`src/sv/cpa_pkg.sv`:
```
// ----------------------------------------------------------------------------
// cpa_pkg
// Shared types and constants for the cell projection accumulator.
// ----------------------------------------------------------------------------
package cpa_pkg;

  localparam int MAP_LEVEL_DEF   = 8;
  localparam int FIELD_COUNT_DEF = 4;

  // map coordinate counters: window extents never exceed 511
  localparam int CRD_W      = 10;
  // span arithmetic: offset plus cell edge (edge up to 2^15)
  localparam int SPAN_W     = 17;
  localparam int CMDQ_DEPTH = 2;
  localparam int PADDR_W    = 5;

  typedef enum logic [1:0] {
    OP_DEPOSIT = 2'd0,
    OP_READ    = 2'd1,
    OP_CLEAR   = 2'd2,
    OP_UNUSED  = 2'd3
  } opcode_t;

  typedef enum logic [2:0] {
    REG_MODE  = 3'd0,
    REG_ORG_X = 3'd1,
    REG_ORG_Y = 3'd2,
    REG_ORG_Z = 3'd3,
    REG_EXT_X = 3'd4,
    REG_EXT_Y = 3'd5,
    REG_EXT_Z = 3'd6,
    REG_SCALE = 3'd7
  } reg_idx_t;

  typedef enum logic {
    MODE_MAX = 1'b0,
    MODE_AVG = 1'b1
  } proj_mode_t;

  typedef struct packed {
    proj_mode_t  mode;
    logic [7:0]  org_x;
    logic [7:0]  org_y;
    logic [7:0]  org_z;
    logic [8:0]  ext_x;
    logic [8:0]  ext_y;
    logic [8:0]  ext_z;
    logic [16:0] scale;
  } cfg_t;

  typedef enum logic [1:0] {
    CMD_DEPOSIT   = 2'd0,
    CMD_READ      = 2'd1,
    CMD_READ_ZERO = 2'd2,
    CMD_CLEAR     = 2'd3
  } cmd_kind_t;

  // classified item; for a read, xs/ys hold the map column/row
  typedef struct packed {
    cmd_kind_t          kind;
    logic [1:0]         field;
    logic [CRD_W-1:0]   xs;
    logic [CRD_W-1:0]   xe;
    logic [CRD_W-1:0]   ys;
    logic [CRD_W-1:0]   ye;
    logic [8:0]         nz;
    logic signed [31:0] value;
  } cmd_t;

  typedef struct packed {
    logic init_busy;
    logic res_load;
    logic idle;
  } back_stat_t;

  typedef enum logic [2:0] {
    ST_CLEAR = 3'd0,
    ST_IDLE  = 3'd1,
    ST_MUL   = 3'd2,
    ST_SCALE = 3'd3,
    ST_RD    = 3'd4,
    ST_WR    = 3'd5,
    ST_READ  = 3'd6
  } back_state_t;

endpackage

```
`src/sv/cpa_cmd_fifo.sv`:
```
// ----------------------------------------------------------------------------
// cpa_cmd_fifo
// Short command queue between classifier and execution unit.
// ----------------------------------------------------------------------------
module cpa_cmd_fifo (
  input  logic          clk,
  input  logic          rst,
  input  logic          wr_en,
  input  cpa_pkg::cmd_t wr_cmd,
  output logic          fifo_full,
  input  logic          rd_en,
  output logic          rd_valid,
  output cpa_pkg::cmd_t rd_cmd
);
  import cpa_pkg::*;

  localparam int PW = (CMDQ_DEPTH > 1) ? $clog2(CMDQ_DEPTH) : 1;
  localparam int CW = $clog2(CMDQ_DEPTH + 1);

  cmd_t          slots [CMDQ_DEPTH];
  logic [PW-1:0] wptr, rptr;
  logic [CW-1:0] count;

  assign fifo_full = (count == CW'(CMDQ_DEPTH));
  assign rd_valid  = (count != '0);
  assign rd_cmd    = slots[rptr];

  always_ff @(posedge clk) begin
    if (rst) begin
      wptr  <= '0;
      rptr  <= '0;
      count <= '0;
    end else begin
      if (wr_en) begin
        wptr <= (wptr == PW'(CMDQ_DEPTH - 1)) ? '0 : wptr + 1'b1;
      end
      if (rd_en) begin
        rptr <= (rptr == PW'(CMDQ_DEPTH - 1)) ? '0 : rptr + 1'b1;
      end
      count <= count + CW'(wr_en) - CW'(rd_en);
    end
  end

  always_ff @(posedge clk) begin
    if (wr_en) begin
      slots[wptr] <= wr_cmd;
    end
  end

endmodule

```
`config.mk`:
```
export PLATFORM = sky130hd
export DESIGN_NAME = cpa_cmd_fifo
export DESIGN_NICKNAME = d
export VERILOG_FILES = /design/src/sv/cpa_pkg.sv /design/src/sv/cpa_cmd_fifo.sv
export SDC_FILE = /design/constraint.sdc
export NUM_CORES = 1
export LEC_CHECK = 0
export BUFFER_PORTS_ARGS = -buffer_cell sky130_fd_sc_hd__buf_4
export CORE_MARGIN = 10
export CORE_UTILIZATION = 52
export DETAILED_ROUTE_END_ITERATION = 8
export PLACE_DENSITY = 0.79
export SLEW_MARGIN = 20
export SYNTH_ARGS = -nofsm -noshare
export SYNTH_HDL_FRONTEND = slang
export SYNTH_SLANG_ARGS = --single-unit
```
`constraint.sdc`:
```
create_clock -name clk -period 5.1 [get_ports clk]
set_input_delay 0.51 -clock clk [delete_from_list [all_inputs] [get_ports clk]]
set_output_delay 0.51 -clock clk [all_outputs]
set_load 0.02 [all_outputs]
```
==> summary.txt <==
Cells and area
  – Most frequent cells in the layout: buf_4 (177), edfxtp_1 (170), mux2_1 (50)
  – Register area: 5210 sq um
  – Fin nets: 565
  – Commonest non-fill, non-tap cell in the layout: buf_4
  – Area grow syn2layout: 32.6%
  – Multi-input logic area: 1080 sq um
  – Post-route cell area: 8440 sq um
  – Fillers: 791
  – Share of cells above drive strength 1: 0.496
  – Non-Filler Instances: 633
  – Ant diodes: 0

Job
  – Max-Cap Viols: 0

Setup path
  – Critical path endpoint category: output port
  – CP arrival: 2.09 ns
  – Startpoint types: register
  – Worst-path fanout max: 44
  – Required time worst endpoint: 4.59 ns
  – CP Class: register to output port

Pwr
  – VDD IR-drop max: 0.000284 V
  – Logic pwr share: 0.133
  – Power Dens Cells: 410 nW/um^2
  – Switching share of power: 0.216
  – Leakage: 3.18 nW
  – Clock share of power: 0.372
  – Net Sw Power: 0.748 mW
  – Overall Power: 3.46 mW
  – Reg power frac: 0.495
  – Internal: 2.71 mW

Route
  – Via count: 3234
  – Vias per inst: 5.11
  – Residual DRC: 0
  – 1st-iter DRT viols: 220
  – Drt wl/cell: 20.1 microns
  – Pre-Repair DR Iteration Count: 6
  – Drt total wl: 12700 microns
  – Post-route antenna net violation count: 0

Global route
  – First-pass GRT wire length: 18900 microns
  – Largest net degree at the start of global routing: 86
  – GRT Total Usage: 0.150
  – GRT overflow: 0
  – Initial antenna violation count: 0
  – Vias in the first global route: 3538

Logic synthesis
  – Synth top area share: 0.803
  – Yosys synthesis warning count: 0
  – Average instance area after synthesis: 22.3 sq um
  – Syn Inst Count: 285
  – Cell variety after synth: 15
  – Sequential-to-total area share from yosys stat: 0.818
  – Post-synth top area cell: edfxtp_1
  – Synth area leaders: edfxtp_1 (80%), mux2_1 (8.9%), mux2_2 (6.2%)
  – Yosys reg bits: 175
  – Post-Syn Area: 6360 sq um
  – Synth Net Count: 376

Place
  – Post-DP Area: 7830 sq um
  – Dpl cells: 601
  – Place WS: 2.84 ns
  – # port buffers: 175
  – Final HPWL DP: 8780 microns
  – Gpl congestion: 0.711

Die
  – # rows: 40
  – Die H: 131 microns
  – Initial Util: 0.529
  – Die Footprint: 17100 sq um
  – I/O pins: 176
  – DIE WIDTH: 131 microns
  – Core Region: 12000 sq um

STA
  – Rel. slew slack: 0.547
  – Setup TNS Final: 0 ns
  – Slew @ Worst Pin: 0.680 ns
  – Period utilisation layout: 0.510
  – Hold Violations, Final: 0
  – Final WS setup: 2.50 ns
  – RSZ-0062 raised after global routing: false
  – Finish-stage setup viols: 0
  – Fmax: 384 MHz
  – Fin Clk Skew: 0.00474 ns
  – Final Slew Violations: 0
  – Final Critical Period: 2.60 ns

Clock tree
  – Hold Buf Count CTS: 0
  – Clk slew on worst S/H paths: 0.06 ns
  – CTS Root Cell: clkbuf_16
  – Clk_lat worst skew: 0.42 ns
  – Postcts setup bufs: 0
  – TritonCTS clock tree: built
  – H-Tree Depth: 4
  – Num Clock Sinks: 175
  – Clk buf depth: 2
  – CTS Buf Count: 17
  – CTS resizes: 0

Min path
  – Worst Hold Class: input pin to register

Outcome
  – Status: finished clean
## flip-flops by register name (all words and copies together) (netlist names), named ones only
signal / flops
slots: 170
count: 2
rptr: 1
wptr: 1
## path summary, 6_finish.rpt
kind | slack, ns | end | depth (start not counted) | from
hold / removal | 0.28 | slots[0][77] | 1 | wr_cmd[77]
setup reg to reg | 3.42 | slots[1][17] | 2 | wptr
hold reg to reg | 0.52 | register | 2 | rptr
setup / recovery | 2.50 | rd_cmd[32] | 3 | register
## layout make-up
| cell class | count | area share |
|---|---|---|
| well taps | 147 | 0.0218 |
| multi-input cells | 99 | 0.128 |
| inverters | 2 | 0.000890 |
| clock inverters | 7 | 0.0162 |
| repair buffers | 179 | 0.162 |
| clock buffers | 24 | 0.0535 |
| flip-flops and latches | 175 | 0.617 |
## synthesized netlist by cell type (all sizes together)
library cell    n
xnor2           2
buf             9
edfxtp        170
nor2            4
mux2           85
nor2b           3
inv             2
or2             1
and2            1
dfxtp           5
xnor3           1
ha              2
## metal layers
| metal | global-route usage | up-vias | share of wire |
|---|---|---|---|
| met5 | 0 | - | 0 |
| met4 | 0.0687 | 0 | 0.018 |
| met3 | 0.0649 | 15 | 0.11 |
| met2 | 0.245 | 133 | 0.50 |
| met1 | 0.166 | 1585 | 0.38 |
| li1 | - | 1501 | - |
## worst max-delay path, stage by stage, from the launching register on
cell     delay (ns)
dfxtp_4        0.75
buf_12         0.32
mux2_1         0.40
buf_4          0.18
## cell families (layout without fill, tap and decap cells)
kind of cell / Yosys count / after routing / share of synthesized area
AND/OR/NAND/NOR: 9 / 9 / 0.00728
buffers and inverters: 11 / 212 / 0.0136
flip-flops: 175 / 175 / 0.818
multiplexers: 85 / 85 / 0.151
adder cells (fa/ha/maj): 2 / 2 / 0.00393
XOR/XNOR: 3 / 3 / 0.00630
## power by group through the flow
| stage | Combinational [mW] | Sequential (mW) | Clock [mW] |
|---|---|---|---|
| floorplan | 0.259 | 1.73 | 0 |
| global placement | 0.442 | 1.75 | 0 |
| detailed placement | 0.452 | 1.76 | 0 |
| CTS | 0.455 | 1.73 | 1.31 |
| global route | 0.493 | 1.72 | 1.37 |
| finish | 0.460 | 1.71 | 1.29 |
## metrics by stage
stage / utilization / hold WS (ns)
floorplan: - / 0.480
global placement: 0.650 / 0.491
detailed placement: 0.652 / 0.511
CTS: 0.701 / 0.256
global route: 0.702 / 0.261
finish: 0.702 / 0.275
Note: power is estimated with default switching activity, not from simulation.
